## src/design/ptcm_pkg.sv

```systemverilog
// Shared types and constants for the pan/tilt move controller.
// No dependencies; every other file of the block uses it.
package ptcm_pkg;

  localparam int PAN_W   = 18;
  localparam int TILT_W  = 16;
  localparam int DPAN_W  = 17;
  localparam int DTILT_W = 16;
  localparam int GEAR_W  = 8;
  localparam int SPD_W   = 9;
  localparam int GAIN_W  = 10;
  localparam int LIMIT_W = 15;

  // serial multiplier: 17-bit multiplicand, 8-bit multiplier, one bit per cycle
  localparam int MUL_A_W   = 17;
  localparam int MUL_B_W   = 8;
  localparam int MUL_P_W   = MUL_A_W + MUL_B_W;
  localparam int MUL_STEPS = MUL_B_W;

  // serial divider: one quotient bit per cycle
  localparam int DIV_N_W   = 26;
  localparam int DIV_D_W   = 18;
  localparam int DIV_Q_W   = 8;
  localparam int DIV_STEPS = DIV_Q_W;

  localparam logic signed [PAN_W-1:0] FULL_TURN = 18'sd36000;
  localparam logic signed [19:0] PAN_MAX  = 20'sd131071;
  localparam logic signed [19:0] PAN_MIN  = -20'sd131072;
  localparam logic signed [19:0] TILT_MAX = 20'sd32767;
  localparam logic signed [19:0] TILT_MIN = -20'sd32768;

  localparam logic [GAIN_W-1:0]  GAIN_RESET  = 10'd60;
  localparam logic [LIMIT_W-1:0] LIMIT_RESET = 15'd5800;

  localparam logic REG_STEP_GAIN  = 1'b0;
  localparam logic REG_TILT_LIMIT = 1'b1;

  typedef enum logic [1:0] {
    OP_TICK   = 2'd0,
    OP_ROTATE = 2'd1,
    OP_STOP   = 2'd2
  } op_t;

endpackage

```

## src/design/ptcm_if.sv

```systemverilog
// Valid/ready channel interfaces: command items in, status items out.
// Depends on ptcm_pkg for field widths.
interface ptcm_cmd_if;
  logic                                 valid;
  logic                                 ready;
  logic [1:0]                           opcode;
  logic signed [ptcm_pkg::DPAN_W-1:0]   delta_pan;
  logic signed [ptcm_pkg::DTILT_W-1:0]  delta_tilt;
  logic [ptcm_pkg::GEAR_W-1:0]          max_speed_pan;
  logic [ptcm_pkg::GEAR_W-1:0]          max_speed_tilt;

  modport source (output valid, opcode, delta_pan, delta_tilt, max_speed_pan,
                  max_speed_tilt, input ready);
  modport sink (input valid, opcode, delta_pan, delta_tilt, max_speed_pan,
                max_speed_tilt, output ready);
endinterface

interface ptcm_stat_if;
  logic                                valid;
  logic                                ready;
  logic signed [ptcm_pkg::PAN_W-1:0]   pan_position;
  logic signed [ptcm_pkg::TILT_W-1:0]  tilt_position;
  logic signed [ptcm_pkg::SPD_W-1:0]   pan_velocity;
  logic signed [ptcm_pkg::SPD_W-1:0]   tilt_velocity;
  logic                                move_done;

  modport source (output valid, pan_position, tilt_position, pan_velocity,
                  tilt_velocity, move_done, input ready);
  modport sink (input valid, pan_position, tilt_position, pan_velocity,
                tilt_velocity, move_done, output ready);
endinterface

```

## src/design/ptcm_mul.sv

```systemverilog
// Bit-serial shift-add multiplier, one multiplier bit per cycle.
// Depends on ptcm_pkg for widths and step count.
module ptcm_mul (
  input  logic                            clk,
  input  logic                            rst,
  input  logic                            start,
  input  logic [ptcm_pkg::MUL_A_W-1:0]    mcand,
  input  logic [ptcm_pkg::MUL_B_W-1:0]    mplier,
  output logic                            done,
  output logic [ptcm_pkg::MUL_P_W-1:0]    product
);

  localparam int CNT_W = $clog2(ptcm_pkg::MUL_STEPS + 1);

  logic                          run;
  logic [CNT_W-1:0]              cnt;
  logic [ptcm_pkg::MUL_P_W-1:0]  mc_sh;
  logic [ptcm_pkg::MUL_B_W-1:0]  mp;

  always_ff @(posedge clk) begin
    if (rst) begin
      run  <= 1'b0;
      done <= 1'b0;
      cnt  <= '0;
    end else begin
      done <= 1'b0;
      if (start) begin
        run <= 1'b1;
        cnt <= CNT_W'(ptcm_pkg::MUL_STEPS);
      end else if (run) begin
        cnt <= cnt - 1'b1;
        if (cnt == CNT_W'(1)) begin
          run  <= 1'b0;
          done <= 1'b1;
        end
      end
    end
  end

  always_ff @(posedge clk) begin
    if (start) begin
      product <= '0;
      mc_sh   <= ptcm_pkg::MUL_P_W'(mcand);
      mp      <= mplier;
    end else if (run) begin
      if (mp[0]) begin
        product <= product + mc_sh;
      end
      mc_sh <= mc_sh << 1;
      mp    <= mp >> 1;
    end
  end

endmodule

```

## src/design/ptcm_div.sv

```systemverilog
// Restoring divider, one quotient bit per cycle; quotient known to fit.
// Depends on ptcm_pkg for widths and step count.
module ptcm_div (
  input  logic                          clk,
  input  logic                          rst,
  input  logic                          start,
  input  logic [ptcm_pkg::DIV_N_W-1:0]  num,
  input  logic [ptcm_pkg::DIV_D_W-1:0]  den,
  output logic                          done,
  output logic [ptcm_pkg::DIV_Q_W-1:0]  quot
);

  localparam int CNT_W = $clog2(ptcm_pkg::DIV_STEPS + 1);

  logic                          run;
  logic [CNT_W-1:0]              cnt;
  logic [ptcm_pkg::DIV_N_W-1:0]  rem;
  logic [ptcm_pkg::DIV_N_W-1:0]  dsh;

  always_ff @(posedge clk) begin
    if (rst) begin
      run  <= 1'b0;
      done <= 1'b0;
      cnt  <= '0;
    end else begin
      done <= 1'b0;
      if (start) begin
        run <= 1'b1;
        cnt <= CNT_W'(ptcm_pkg::DIV_STEPS);
      end else if (run) begin
        cnt <= cnt - 1'b1;
        if (cnt == CNT_W'(1)) begin
          run  <= 1'b0;
          done <= 1'b1;
        end
      end
    end
  end

  always_ff @(posedge clk) begin
    if (start) begin
      rem  <= num;
      dsh  <= ptcm_pkg::DIV_N_W'(den) << (ptcm_pkg::DIV_Q_W - 1);
      quot <= '0;
    end else if (run) begin
      if (rem >= dsh) begin
        rem  <= rem - dsh;
        quot <= {quot[ptcm_pkg::DIV_Q_W-2:0], 1'b1};
      end else begin
        quot <= {quot[ptcm_pkg::DIV_Q_W-2:0], 1'b0};
      end
      dsh <= dsh >> 1;
    end
  end

endmodule

```

## src/design/pan_tilt_coordinated_move.sv

```systemverilog
// Pan/tilt move controller top level: sequencer, state, config registers.
// Depends on ptcm_pkg, ptcm_if, ptcm_mul, ptcm_div.
//
// Usage: command items enter on cmd (valid/ready), one status item per
// command leaves on stat (valid/ready). Commands: tick, rotate relative,
// stop. Registers step_gain (addr 0) and tilt_limit (addr 4) sit on the
// APB port; write them only while no command is in flight.
// Sequence from accept to status valid:
//   rotate: RSET, then a serial multiply of a*T and b*P (RMUL), then a
//           serial rounded division for the slower axis gear (RDIV)
//   tick:   a serial speed*gain multiply (TMUL) while moving, the pan
//           wrap (WRAP, one 36000 add or subtract per cycle) when the
//           move ends, straight to the status register when already done
//   stop and the unused opcode: straight to the status register
// One command is in work at a time; cmd.ready is high while idle. The
// status register lets the next command enter while a status item waits.
// If stat stalls, the block holds the finished status and waits before
// loading another one; nothing is dropped.
// Reset: positions, targets and speeds zero, move done, step_gain 60,
// tilt_limit 5800.
module pan_tilt_coordinated_move #(
  parameter int SPEED_BITS = 8
) (
  input  logic               clk,
  input  logic               rst,
  ptcm_cmd_if.sink           cmd,
  ptcm_stat_if.source        stat,
  input  logic               psel,
  input  logic               penable,
  input  logic               pwrite,
  input  logic [2:0]         paddr,
  input  logic [31:0]        pwdata,
  output logic [31:0]        prdata,
  output logic               pready
);

  localparam logic [ptcm_pkg::GEAR_W-1:0] GEAR_TOP =
    (SPEED_BITS >= ptcm_pkg::GEAR_W) ? {ptcm_pkg::GEAR_W{1'b1}}
                                     : ptcm_pkg::GEAR_W'((1 << SPEED_BITS) - 1);

  typedef enum logic [6:0] {
    S_IDLE   = 7'b0000001,
    S_RSET   = 7'b0000010,
    S_RMUL   = 7'b0000100,
    S_RDIV   = 7'b0001000,
    S_TMUL   = 7'b0010000,
    S_WRAP   = 7'b0100000,
    S_RESULT = 7'b1000000
  } state_t;

  state_t state;

  // config
  logic [ptcm_pkg::GAIN_W-1:0]  step_gain;
  logic [ptcm_pkg::LIMIT_W-1:0] tilt_limit;

  // architectural state
  logic signed [ptcm_pkg::PAN_W-1:0]  pan_pos, pan_target;
  logic signed [ptcm_pkg::TILT_W-1:0] tilt_pos, tilt_target;
  logic signed [ptcm_pkg::SPD_W-1:0]  pan_speed, tilt_speed;
  logic                               done_flag;

  // per-item working registers
  logic                                pm, tm, pan_long;
  logic signed [ptcm_pkg::DPAN_W-1:0]  dp;
  logic signed [ptcm_pkg::DTILT_W-1:0] dt;
  logic [ptcm_pkg::GEAR_W-1:0]         lp, lt, lpx, ltx;
  logic [ptcm_pkg::MUL_A_W-1:0]        a_mag, b_mag;

  // status register
  logic                               out_valid;
  logic signed [ptcm_pkg::PAN_W-1:0]  out_pan;
  logic signed [ptcm_pkg::TILT_W-1:0] out_tilt;
  logic signed [ptcm_pkg::SPD_W-1:0]  out_pan_vel, out_tilt_vel;
  logic                               out_done;

  logic accept, load_out;

  // speed magnitudes and motion test
  logic signed [ptcm_pkg::SPD_W-1:0] pan_speed_neg, tilt_speed_neg;
  logic [ptcm_pkg::GEAR_W-1:0]       pan_mag, tilt_mag;
  logic                              pm_c, tm_c;

  // rotate setup
  logic signed [ptcm_pkg::DPAN_W-1:0]  dp_neg, dt_x, dt_neg;
  logic [ptcm_pkg::MUL_A_W-1:0]        a_c, b_c;
  logic [ptcm_pkg::GEAR_W-1:0]         lpx_c, ltx_c;
  logic signed [ptcm_pkg::PAN_W:0]     pan_sum;
  logic signed [ptcm_pkg::DPAN_W-1:0]  tilt_sum, lim_pos, lim_neg;
  logic signed [ptcm_pkg::PAN_W-1:0]   pan_tgt_c;
  logic signed [ptcm_pkg::TILT_W-1:0]  tilt_tgt_c;

  // multipliers
  logic                          mul_start;
  logic [ptcm_pkg::MUL_A_W-1:0]  m0_a, m1_a;
  logic [ptcm_pkg::MUL_B_W-1:0]  m0_b, m1_b;
  logic                          mul0_done, mul1_done;
  logic [ptcm_pkg::MUL_P_W-1:0]  prod0, prod1;

  // divider
  logic                          div_start, div_done, zero_move, pan_long_c;
  logic [ptcm_pkg::DIV_N_W-1:0]  div_num;
  logic [ptcm_pkg::DIV_D_W-1:0]  div_den;
  logic [ptcm_pkg::DIV_Q_W-1:0]  quot;
  logic [ptcm_pkg::GEAR_W-1:0]   pmag_sel, tmag_sel, pmag_sat, tmag_sat;
  logic signed [ptcm_pkg::SPD_W-1:0] pan_speed_c, tilt_speed_c;

  // tick step
  logic signed [19:0]                  pan_step20, tilt_step20;
  logic signed [ptcm_pkg::PAN_W-1:0]   pan_step_c;
  logic signed [ptcm_pkg::TILT_W-1:0]  tilt_step_c;

  // wrap
  logic signed [ptcm_pkg::PAN_W-1:0] pan_pos_w, pan_tgt_w;
  logic                              wrap_ok;

  // ---------------- APB ----------------
  assign pready = 1'b1;

  always_ff @(posedge clk) begin
    if (rst) begin
      step_gain  <= ptcm_pkg::GAIN_RESET;
      tilt_limit <= ptcm_pkg::LIMIT_RESET;
    end else if (psel && penable && pwrite) begin
      unique case (paddr[2])
        ptcm_pkg::REG_STEP_GAIN:  step_gain  <= pwdata[ptcm_pkg::GAIN_W-1:0];
        ptcm_pkg::REG_TILT_LIMIT: tilt_limit <= pwdata[ptcm_pkg::LIMIT_W-1:0];
        default: ;
      endcase
    end
  end

  always_comb begin
    unique case (paddr[2])
      ptcm_pkg::REG_STEP_GAIN:  prdata = 32'(step_gain);
      ptcm_pkg::REG_TILT_LIMIT: prdata = 32'(tilt_limit);
      default:                  prdata = '0;
    endcase
  end

  // ---------------- handshakes ----------------
  assign cmd.ready = (state == S_IDLE);
  assign accept    = cmd.valid && cmd.ready;
  assign load_out  = (state == S_RESULT) && (!out_valid || stat.ready);

  assign stat.valid         = out_valid;
  assign stat.pan_position  = out_pan;
  assign stat.tilt_position = out_tilt;
  assign stat.pan_velocity  = out_pan_vel;
  assign stat.tilt_velocity = out_tilt_vel;
  assign stat.move_done     = out_done;

  // ---------------- combinational datapath ----------------
  always_comb begin
    pan_speed_neg  = -pan_speed;
    tilt_speed_neg = -tilt_speed;
    pan_mag  = pan_speed[ptcm_pkg::SPD_W-1] ? pan_speed_neg[ptcm_pkg::GEAR_W-1:0]
                                            : pan_speed[ptcm_pkg::GEAR_W-1:0];
    tilt_mag = tilt_speed[ptcm_pkg::SPD_W-1] ? tilt_speed_neg[ptcm_pkg::GEAR_W-1:0]
                                             : tilt_speed[ptcm_pkg::GEAR_W-1:0];
    pm_c = (pan_speed > 0 && pan_pos < pan_target) ||
           (pan_speed < 0 && pan_pos > pan_target);
    tm_c = (tilt_speed > 0 && tilt_pos < tilt_target) ||
           (tilt_speed < 0 && tilt_pos > tilt_target);
  end

  always_comb begin
    dp_neg = -dp;
    dt_x   = ptcm_pkg::DPAN_W'(dt);
    dt_neg = -dt_x;
    a_c    = dp[ptcm_pkg::DPAN_W-1] ? $unsigned(dp_neg) : $unsigned(dp);
    b_c    = dt[ptcm_pkg::DTILT_W-1] ? $unsigned(dt_neg) : $unsigned(dt_x);
    lpx_c  = (lp == '0) ? ptcm_pkg::GEAR_W'(1) : lp;
    ltx_c  = (lt == '0) ? ptcm_pkg::GEAR_W'(1) : lt;

    pan_sum = (ptcm_pkg::PAN_W+1)'(pan_pos) + (ptcm_pkg::PAN_W+1)'(dp);
    if (pan_sum > (ptcm_pkg::PAN_W+1)'(ptcm_pkg::PAN_MAX)) begin
      pan_tgt_c = ptcm_pkg::PAN_W'(ptcm_pkg::PAN_MAX);
    end else if (pan_sum < (ptcm_pkg::PAN_W+1)'(ptcm_pkg::PAN_MIN)) begin
      pan_tgt_c = ptcm_pkg::PAN_W'(ptcm_pkg::PAN_MIN);
    end else begin
      pan_tgt_c = pan_sum[ptcm_pkg::PAN_W-1:0];
    end

    tilt_sum = ptcm_pkg::DPAN_W'(tilt_pos) + ptcm_pkg::DPAN_W'(dt);
    lim_pos  = $signed({2'b00, tilt_limit});
    lim_neg  = -lim_pos;
    if (tilt_sum < lim_neg) begin
      tilt_tgt_c = lim_neg[ptcm_pkg::TILT_W-1:0];
    end else if (tilt_sum > lim_pos) begin
      tilt_tgt_c = lim_pos[ptcm_pkg::TILT_W-1:0];
    end else begin
      tilt_tgt_c = tilt_sum[ptcm_pkg::TILT_W-1:0];
    end
  end

  // rotate: a*T and b*P; tick: gain times speed magnitude
  always_comb begin
    if (state == S_RSET) begin
      m0_a = a_c;
      m0_b = ltx_c;
      m1_a = b_c;
      m1_b = lpx_c;
    end else begin
      m0_a = ptcm_pkg::MUL_A_W'(step_gain);
      m0_b = pan_mag;
      m1_a = ptcm_pkg::MUL_A_W'(step_gain);
      m1_b = tilt_mag;
    end
  end

  assign mul_start = (state == S_RSET) ||
                     (accept && cmd.opcode == ptcm_pkg::OP_TICK && !done_flag &&
                      (pm_c || tm_c));

  ptcm_mul u_mul0 (
    .clk     (clk),
    .rst     (rst),
    .start   (mul_start),
    .mcand   (m0_a),
    .mplier  (m0_b),
    .done    (mul0_done),
    .product (prod0)
  );

  ptcm_mul u_mul1 (
    .clk     (clk),
    .rst     (rst),
    .start   (mul_start),
    .mcand   (m1_a),
    .mplier  (m1_b),
    .done    (mul1_done),
    .product (prod1)
  );

  // rounded division: (2*small + big_axis_delta) / (2*big_axis_delta)
  always_comb begin
    zero_move  = (a_mag == '0) && (b_mag == '0);
    pan_long_c = prod0 > prod1;
    if (pan_long_c) begin
      div_num = {prod1, 1'b0} + ptcm_pkg::DIV_N_W'(a_mag);
      div_den = {a_mag, 1'b0};
    end else begin
      div_num = {prod0, 1'b0} + ptcm_pkg::DIV_N_W'(b_mag);
      div_den = {b_mag, 1'b0};
    end
  end

  assign div_start = (state == S_RMUL) && mul0_done && !zero_move;

  ptcm_div u_div (
    .clk   (clk),
    .rst   (rst),
    .start (div_start),
    .num   (div_num),
    .den   (div_den),
    .done  (div_done),
    .quot  (quot)
  );

  always_comb begin
    pmag_sel = pan_long ? lpx : quot;
    tmag_sel = pan_long ? quot : ltx;
    pmag_sat = (pmag_sel > GEAR_TOP) ? GEAR_TOP : pmag_sel;
    tmag_sat = (tmag_sel > GEAR_TOP) ? GEAR_TOP : tmag_sel;
    if (dp == '0) begin
      pan_speed_c = '0;
    end else if (dp[ptcm_pkg::DPAN_W-1]) begin
      pan_speed_c = -$signed({1'b0, pmag_sat});
    end else begin
      pan_speed_c = $signed({1'b0, pmag_sat});
    end
    if (dt == '0) begin
      tilt_speed_c = '0;
    end else if (dt[ptcm_pkg::DTILT_W-1]) begin
      tilt_speed_c = -$signed({1'b0, tmag_sat});
    end else begin
      tilt_speed_c = $signed({1'b0, tmag_sat});
    end
  end

  // tick step with saturation
  always_comb begin
    if (pan_speed[ptcm_pkg::SPD_W-1]) begin
      pan_step20 = 20'(pan_pos) - $signed({2'b00, prod0[17:0]});
    end else begin
      pan_step20 = 20'(pan_pos) + $signed({2'b00, prod0[17:0]});
    end
    if (tilt_speed[ptcm_pkg::SPD_W-1]) begin
      tilt_step20 = 20'(tilt_pos) - $signed({2'b00, prod1[17:0]});
    end else begin
      tilt_step20 = 20'(tilt_pos) + $signed({2'b00, prod1[17:0]});
    end
    if (pan_step20 > ptcm_pkg::PAN_MAX) begin
      pan_step_c = ptcm_pkg::PAN_W'(ptcm_pkg::PAN_MAX);
    end else if (pan_step20 < ptcm_pkg::PAN_MIN) begin
      pan_step_c = ptcm_pkg::PAN_W'(ptcm_pkg::PAN_MIN);
    end else begin
      pan_step_c = pan_step20[ptcm_pkg::PAN_W-1:0];
    end
    if (tilt_step20 > ptcm_pkg::TILT_MAX) begin
      tilt_step_c = ptcm_pkg::TILT_W'(ptcm_pkg::TILT_MAX);
    end else if (tilt_step20 < ptcm_pkg::TILT_MIN) begin
      tilt_step_c = ptcm_pkg::TILT_W'(ptcm_pkg::TILT_MIN);
    end else begin
      tilt_step_c = tilt_step20[ptcm_pkg::TILT_W-1:0];
    end
  end

  // pan wrap, one turn per cycle
  always_comb begin
    if (pan_pos < 0) begin
      pan_pos_w = pan_pos + ptcm_pkg::FULL_TURN;
    end else if (pan_pos >= ptcm_pkg::FULL_TURN) begin
      pan_pos_w = pan_pos - ptcm_pkg::FULL_TURN;
    end else begin
      pan_pos_w = pan_pos;
    end
    if (pan_target < 0) begin
      pan_tgt_w = pan_target + ptcm_pkg::FULL_TURN;
    end else if (pan_target >= ptcm_pkg::FULL_TURN) begin
      pan_tgt_w = pan_target - ptcm_pkg::FULL_TURN;
    end else begin
      pan_tgt_w = pan_target;
    end
    wrap_ok = (pan_pos_w == pan_pos) && (pan_tgt_w == pan_target);
  end

  // ---------------- sequencer and state ----------------
  always_ff @(posedge clk) begin
    if (rst) begin
      state       <= S_IDLE;
      pan_pos     <= '0;
      tilt_pos    <= '0;
      pan_target  <= '0;
      tilt_target <= '0;
      pan_speed   <= '0;
      tilt_speed  <= '0;
      done_flag   <= 1'b1;
      pm          <= 1'b0;
      tm          <= 1'b0;
      pan_long    <= 1'b0;
    end else begin
      unique case (state)
        S_IDLE: begin
          if (accept) begin
            unique case (cmd.opcode)
              ptcm_pkg::OP_TICK: begin
                if (done_flag) begin
                  state <= S_RESULT;
                end else if (pm_c || tm_c) begin
                  pm    <= pm_c;
                  tm    <= tm_c;
                  state <= S_TMUL;
                end else begin
                  state <= S_WRAP;
                end
              end
              ptcm_pkg::OP_ROTATE: state <= S_RSET;
              ptcm_pkg::OP_STOP: begin
                pan_target  <= pan_pos;
                tilt_target <= tilt_pos;
                pan_speed   <= '0;
                tilt_speed  <= '0;
                done_flag   <= 1'b1;
                state       <= S_RESULT;
              end
              default: state <= S_RESULT;
            endcase
          end
        end
        S_RSET: begin
          pan_target  <= pan_tgt_c;
          tilt_target <= tilt_tgt_c;
          done_flag   <= 1'b0;
          state       <= S_RMUL;
        end
        S_RMUL: begin
          if (mul0_done) begin
            if (zero_move) begin
              pan_speed  <= '0;
              tilt_speed <= '0;
              state      <= S_RESULT;
            end else begin
              pan_long <= pan_long_c;
              state    <= S_RDIV;
            end
          end
        end
        S_RDIV: begin
          if (div_done) begin
            pan_speed  <= pan_speed_c;
            tilt_speed <= tilt_speed_c;
            state      <= S_RESULT;
          end
        end
        S_TMUL: begin
          if (mul1_done) begin
            if (pm) pan_pos <= pan_step_c;
            if (tm) tilt_pos <= tilt_step_c;
            state <= S_RESULT;
          end
        end
        S_WRAP: begin
          if (wrap_ok) begin
            done_flag <= 1'b1;
            state     <= S_RESULT;
          end else begin
            pan_pos    <= pan_pos_w;
            pan_target <= pan_tgt_w;
          end
        end
        S_RESULT: begin
          if (load_out) state <= S_IDLE;
        end
        default: state <= S_IDLE;
      endcase
    end
  end

  // item payload and rotate operands
  always_ff @(posedge clk) begin
    if (accept) begin
      dp <= cmd.delta_pan;
      dt <= cmd.delta_tilt;
      lp <= cmd.max_speed_pan;
      lt <= cmd.max_speed_tilt;
    end
    if (state == S_RSET) begin
      a_mag <= a_c;
      b_mag <= b_c;
      lpx   <= lpx_c;
      ltx   <= ltx_c;
    end
  end

  // status register
  always_ff @(posedge clk) begin
    if (rst) begin
      out_valid <= 1'b0;
    end else if (load_out) begin
      out_valid <= 1'b1;
    end else if (stat.ready) begin
      out_valid <= 1'b0;
    end
  end

  always_ff @(posedge clk) begin
    if (load_out) begin
      out_pan      <= pan_pos;
      out_tilt     <= tilt_pos;
      out_pan_vel  <= pan_speed;
      out_tilt_vel <= tilt_speed;
      out_done     <= done_flag;
    end
  end

endmodule

```

## src/flat_wrapper.sv

```systemverilog
// flat-port wrapper written by rule: the top's interface ports become plain ports
module pan_tilt_coordinated_move_flat 
#(
  parameter int SPEED_BITS = 8
)
  (clk, rst, psel, penable, pwrite, paddr, pwdata, prdata, pready, cmd_valid, cmd_opcode, cmd_delta_pan, cmd_delta_tilt, cmd_max_speed_pan, cmd_max_speed_tilt, cmd_ready, stat_valid, stat_pan_position, stat_tilt_position, stat_pan_velocity, stat_tilt_velocity, stat_move_done, stat_ready);
  ptcm_cmd_if cmd_i ();
  ptcm_stat_if stat_i ();
  input  logic clk;
  input  logic rst;
  input  logic psel;
  input  logic penable;
  input  logic pwrite;
  input  logic [2:0] paddr;
  input  logic [31:0] pwdata;
  output logic [31:0] prdata;
  output logic pready;
  input wire logic [$bits(cmd_i.valid)-1:0] cmd_valid;
  input wire logic [$bits(cmd_i.opcode)-1:0] cmd_opcode;
  input wire logic [$bits(cmd_i.delta_pan)-1:0] cmd_delta_pan;
  input wire logic [$bits(cmd_i.delta_tilt)-1:0] cmd_delta_tilt;
  input wire logic [$bits(cmd_i.max_speed_pan)-1:0] cmd_max_speed_pan;
  input wire logic [$bits(cmd_i.max_speed_tilt)-1:0] cmd_max_speed_tilt;
  output wire logic [$bits(cmd_i.ready)-1:0] cmd_ready;
  output wire logic [$bits(stat_i.valid)-1:0] stat_valid;
  output wire logic [$bits(stat_i.pan_position)-1:0] stat_pan_position;
  output wire logic [$bits(stat_i.tilt_position)-1:0] stat_tilt_position;
  output wire logic [$bits(stat_i.pan_velocity)-1:0] stat_pan_velocity;
  output wire logic [$bits(stat_i.tilt_velocity)-1:0] stat_tilt_velocity;
  output wire logic [$bits(stat_i.move_done)-1:0] stat_move_done;
  input wire logic [$bits(stat_i.ready)-1:0] stat_ready;
  assign cmd_i.valid = cmd_valid;
  assign cmd_i.opcode = cmd_opcode;
  assign cmd_i.delta_pan = cmd_delta_pan;
  assign cmd_i.delta_tilt = cmd_delta_tilt;
  assign cmd_i.max_speed_pan = cmd_max_speed_pan;
  assign cmd_i.max_speed_tilt = cmd_max_speed_tilt;
  assign cmd_ready = cmd_i.ready;
  assign stat_valid = stat_i.valid;
  assign stat_pan_position = stat_i.pan_position;
  assign stat_tilt_position = stat_i.tilt_position;
  assign stat_pan_velocity = stat_i.pan_velocity;
  assign stat_tilt_velocity = stat_i.tilt_velocity;
  assign stat_move_done = stat_i.move_done;
  assign stat_i.ready = stat_ready;
  pan_tilt_coordinated_move #(.SPEED_BITS(SPEED_BITS)) u_core (.clk(clk), .rst(rst), .cmd(cmd_i), .stat(stat_i), .psel(psel), .penable(penable), .pwrite(pwrite), .paddr(paddr), .pwdata(pwdata), .prdata(prdata), .pready(pready));
endmodule
```

## config.mk

```make
export PLATFORM = sky130hd
export DESIGN_NAME = pan_tilt_coordinated_move_flat
export DESIGN_NICKNAME = d
export VERILOG_FILES = /design/src/design/ptcm_pkg.sv /design/src/design/ptcm_if.sv /design/src/design/ptcm_mul.sv /design/src/design/ptcm_div.sv /design/src/design/pan_tilt_coordinated_move.sv /design/src/flat_wrapper.sv
export SDC_FILE = /design/constraint.sdc
export NUM_CORES = 2
export LEC_CHECK = 0
export BUFFER_PORTS_ARGS = -buffer_cell sky130_fd_sc_hd__buf_2
export CORE_MARGIN = 2
export CORE_UTILIZATION = 50
export CTS_BUF_LIST = sky130_fd_sc_hd__clkbuf_4
export DETAILED_ROUTE_END_ITERATION = 8
export GPL_TIMING_DRIVEN = 0
export PLACE_DENSITY_LB_ADDON = 0.12
export SYNTH_ARGS = -nofsm -noshare
export SYNTH_HDL_FRONTEND = slang
export SYNTH_HIERARCHICAL = 1
export SYNTH_SLANG_ARGS = --single-unit
```

## constraint.sdc

```tcl
create_clock -name clk -period 5.7 [get_ports clk]
set_input_delay 0 -clock clk [delete_from_list [all_inputs] [get_ports clk]]
set_output_delay 0 -clock clk [all_outputs]
set_load 0.01 [all_outputs]
```

==> results.txt <==
Status -> finished, final reports clean
Root buf cell -> clkbuf_4
Initial cell density of the core -> 50.37%
Starting DRT DRC Count -> 3114
Die area -> 0.06963 mm^2
Compound-Gate Fraction of Synth Area -> 20.02%
Min-Delay Startpoint -> cmd_opcode[0]
Design Area, Final -> 0.03917 mm^2
Total Wirelength -> 114.8 mm
# Post-CTS Setup Buffers -> 0
Multiplexer area fraction after synthesis -> 5.043%
Hold Path End -> u_core/state[6]
Total Power -> 0.01514 W
H-Tree Level Count -> 4
Core Util, Final -> 58.42%
RR Startpoint -> u_core/pan_pos[11]
First-pass GRT wire length -> 174.7 mm
Vias -> 31110
Vias in the first global route -> 29590
Largest family of logic cells by synthesized area -> compound AO/OA/AOI/OAI gates
Detailed Place HPWL -> 87.31 mm
Setup CP Type -> flop to flop
Area Overhead vs Synth -> 15.99%
Final setup fails -> 0
Die Wd -> 263.9 um
Max Cap Viol -> 0
Worst Hold Class -> input pin to flop
Grt peak-use layer -> met2
Syn Std Cell Area -> 0.03377 mm^2
Met3 global-route usage -> 6.087%
Share of post-route cells with drive strength above 1 -> 12.85%
Largest net degree at the start of global routing -> 42
Clock buffer depth -> 3
Max-slew violations -> 0
Total core area -> 0.06704 mm^2
Final Hold Vio Count -> 0
Post-Synthesis Cells -> 3808
Post-route clock period utilization -> 93.26%
RSZ-0062 raised after global routing -> no
Worst Skew -> 75.43 ps
Clock Sinks -> 468
R2R Setup Slk -> 380 ps
Non-filler cells, final -> 5261
RR Endpoint -> u_core/u_mul1/done
YS warnings -> 6
Grt ovf -> 0
Met2 Use GR -> 50.44%
Top-count cell post-synth -> nand2_1
Slew margin rel. -> 1.494%
FF+latch count, synth -> 468
M1 GR Usage -> 44.60%
Post-Synth Adder-Cell Area -> 11.13%
FFs w/ async S/R, synth -> 0%
R2R cell count -> 14
Residual DRC -> 0
Pre-Repair DR Iteration Count -> 6
CP Capture Type -> flop
Worst EP required -> 6450 ps
Crit-path max FO -> 10
Post-synth top area share -> 21.88%
Syn_area_per_cell -> 8.867 um^2
Number of synthesized flops with an enable pin -> 246
Library cells used by synthesis -> 113
Placed cell area -> 0.03574 mm^2
Total track usage -> 32.53%
TritonCTS Buffers -> 137
Vert. Die Dim -> 263.9 um
Commonest cells in the netlist -> nand2_1 (396), nor2_1 (363), ha_1 (286), a21oi_1 (261), edfxtp_1 (246)
Vias/cell -> 5.913
Nets@finish -> 4658
Antenna violations before repair -> 5
Seq/Total Area, Yosys -> 35.04%
Fmax -> 188.1 MHz
Synth area leaders -> edfxtp_1 (22%), dfxtp_1 (13%), ha_1 (11%)
Clock latency on the worst-skew pair -> 1030 ps
Post-Synth XOR/XNOR Area -> 6.792%
Synth Flop Type -> edfxtp_1
Filler Cell Count -> 6151
Worst Path Arrival -> 6070 ps
Hold Path Depth -> 7
Post-DRT Antenna Nets -> 0
Peak supply drop -> 0.0003572 V
Critical Path Start Type -> flop
Leak Pwr -> 15.74 nW
Power Dens Cells -> 386.6 mW/mm^2
Worst-Margin Slew -> 1457 ps
Global placer's final weighted congestion -> 0.9733
CTS tree -> done
Num ports -> 181
Leading area contributor after synthesis -> edfxtp_1
DP Cell Count -> 4847
Num rows -> 95
Setup_tns -> 0 ps
Routed wire per std cell -> 21.82 um
Simple-Gate Fraction of Synth Area -> 17.00%
Port bufs -> 143
CTS clk-pin slew, worst paths -> 70 ps
Final min period -> 5316 ps
-- layer usage --
layer,vias to the layer above,share of wire (%)
met2,1265,44
met5,-,0.018
met4,4,3.6
met1,14750,44
met3,235,7.8
li1,14860,-
-- worst max-delay path: stages (launching register included) --
cell	delay [ps]
dfxtp_1	690
ha_1	360
a21o_1	180
a21o_1	160
a21oi_1	150
o2111ai_1	110
o21ai_0	180
o21ai_0	150
a21oi_1	160
mux2_2	410
o21ai_1	300
nand2_1	330
clkbuf_8	300
clkbuf_1	290
nor4b_1	1280
-- state kept, by name (all words and copies together), names as in the netlist, 10 cells and up --
name	flops
u_core/u_div/rem	26
u_core/u_div/dsh	25
u_core/u_mul0/mc_sh	25
u_core/u_mul0/product	25
u_core/u_mul1/mc_sh	25
u_core/u_mul1/product	25
u_core/pan_pos	18
u_core/pan_target	18
u_core/stat.pan_position	18
u_core/a_mag	17
u_core/b_mag	17
u_core/dp	17
u_core/dt	16
u_core/stat.tilt_position	16
u_core/tilt_pos	16
u_core/tilt_target	16
u_core/tilt_limit	15
u_core/step_gain	10
-- power by group --
part / internal [W] / total [W] / switching [W]
logic: 0.00295 / 0.00732 / 0.00437
registers: 0.00383 / 0.00438 / 0.000548
clock network: 0.00183 / 0.00344 / 0.00161
-- worst max path at each step --
stage / from / endpoint
floorplan: u_core/dt[2] / u_core/tilt_target[0]
global placement: u_core/state[0] / u_core/stat.tilt_velocity[8]
detailed placement: u_core/pan_pos[11] / u_core/u_mul1/done
CTS: u_core/pan_pos[11] / u_core/u_mul1/done
global route: u_core/dt[0] / u_core/tilt_target[10]
finish: u_core/pan_pos[11] / u_core/u_mul1/done
-- layout by cell type (no fill, tap or decap), drive strengths merged, types with 93 or more instances in the layout --
cell type    instances
a21o                93
a21oi              265
buf                205
clkbuf             321
dfxtp              222
dlygate4sd3        157
edfxtp             246
ha                 286
inv                200
nand2              396
nor2               363
o21ai              229
xnor2              184
-- cells by family (layout without fill, tap and decap cells) --
family,count (synthesis),count (layout)
multiplexers,160,160
AND/OR/NAND/NOR,1228,1228
adder cells (fa/ha/maj),295,295
flip-flops,468,468
other,2,27
XOR/XNOR,261,261
AO/OA/AOI/OAI,1005,1005
buffers and inverters,389,944
-- stage by stage --
stage                     setup WS [ps]  hold WS, ps
after floorplan                    1745        69.07
after global placement            66.53        177.1
after detailed placement          465.1        178.1
after CTS                         405.8        28.87
after global routing              170.5        168.7
final                             384.2        146.0
-- layout make-up --
type / count / area [um^2] / share of cell area (%)
antenna: 6 / 15.01 / 0.03834
buffer: 192 / 932.1 / 2.380
clock buffer: 190 / 1426 / 3.642
clock inverter: 61 / 416.7 / 1.064
inverter: 197 / 739.5 / 1.888
multi-input combinational: 2970 / 20340 / 51.95
sequential: 468 / 11830 / 30.21
tap: 873 / 1092 / 2.789
timing repair buffer: 304 / 2367 / 6.044
-- repair_timing --
| action | 4_1_cts | 5_1_grt |
|---|---|---|
| gates resized for setup | 0 | 0 |
| hold endpoints to repair | 246 | 0 |
| setup endpoints to repair | 0 | 0 |
| hold buffers | 157 | 0 |
No activity file was read; power rests on OpenSTA's default activity.
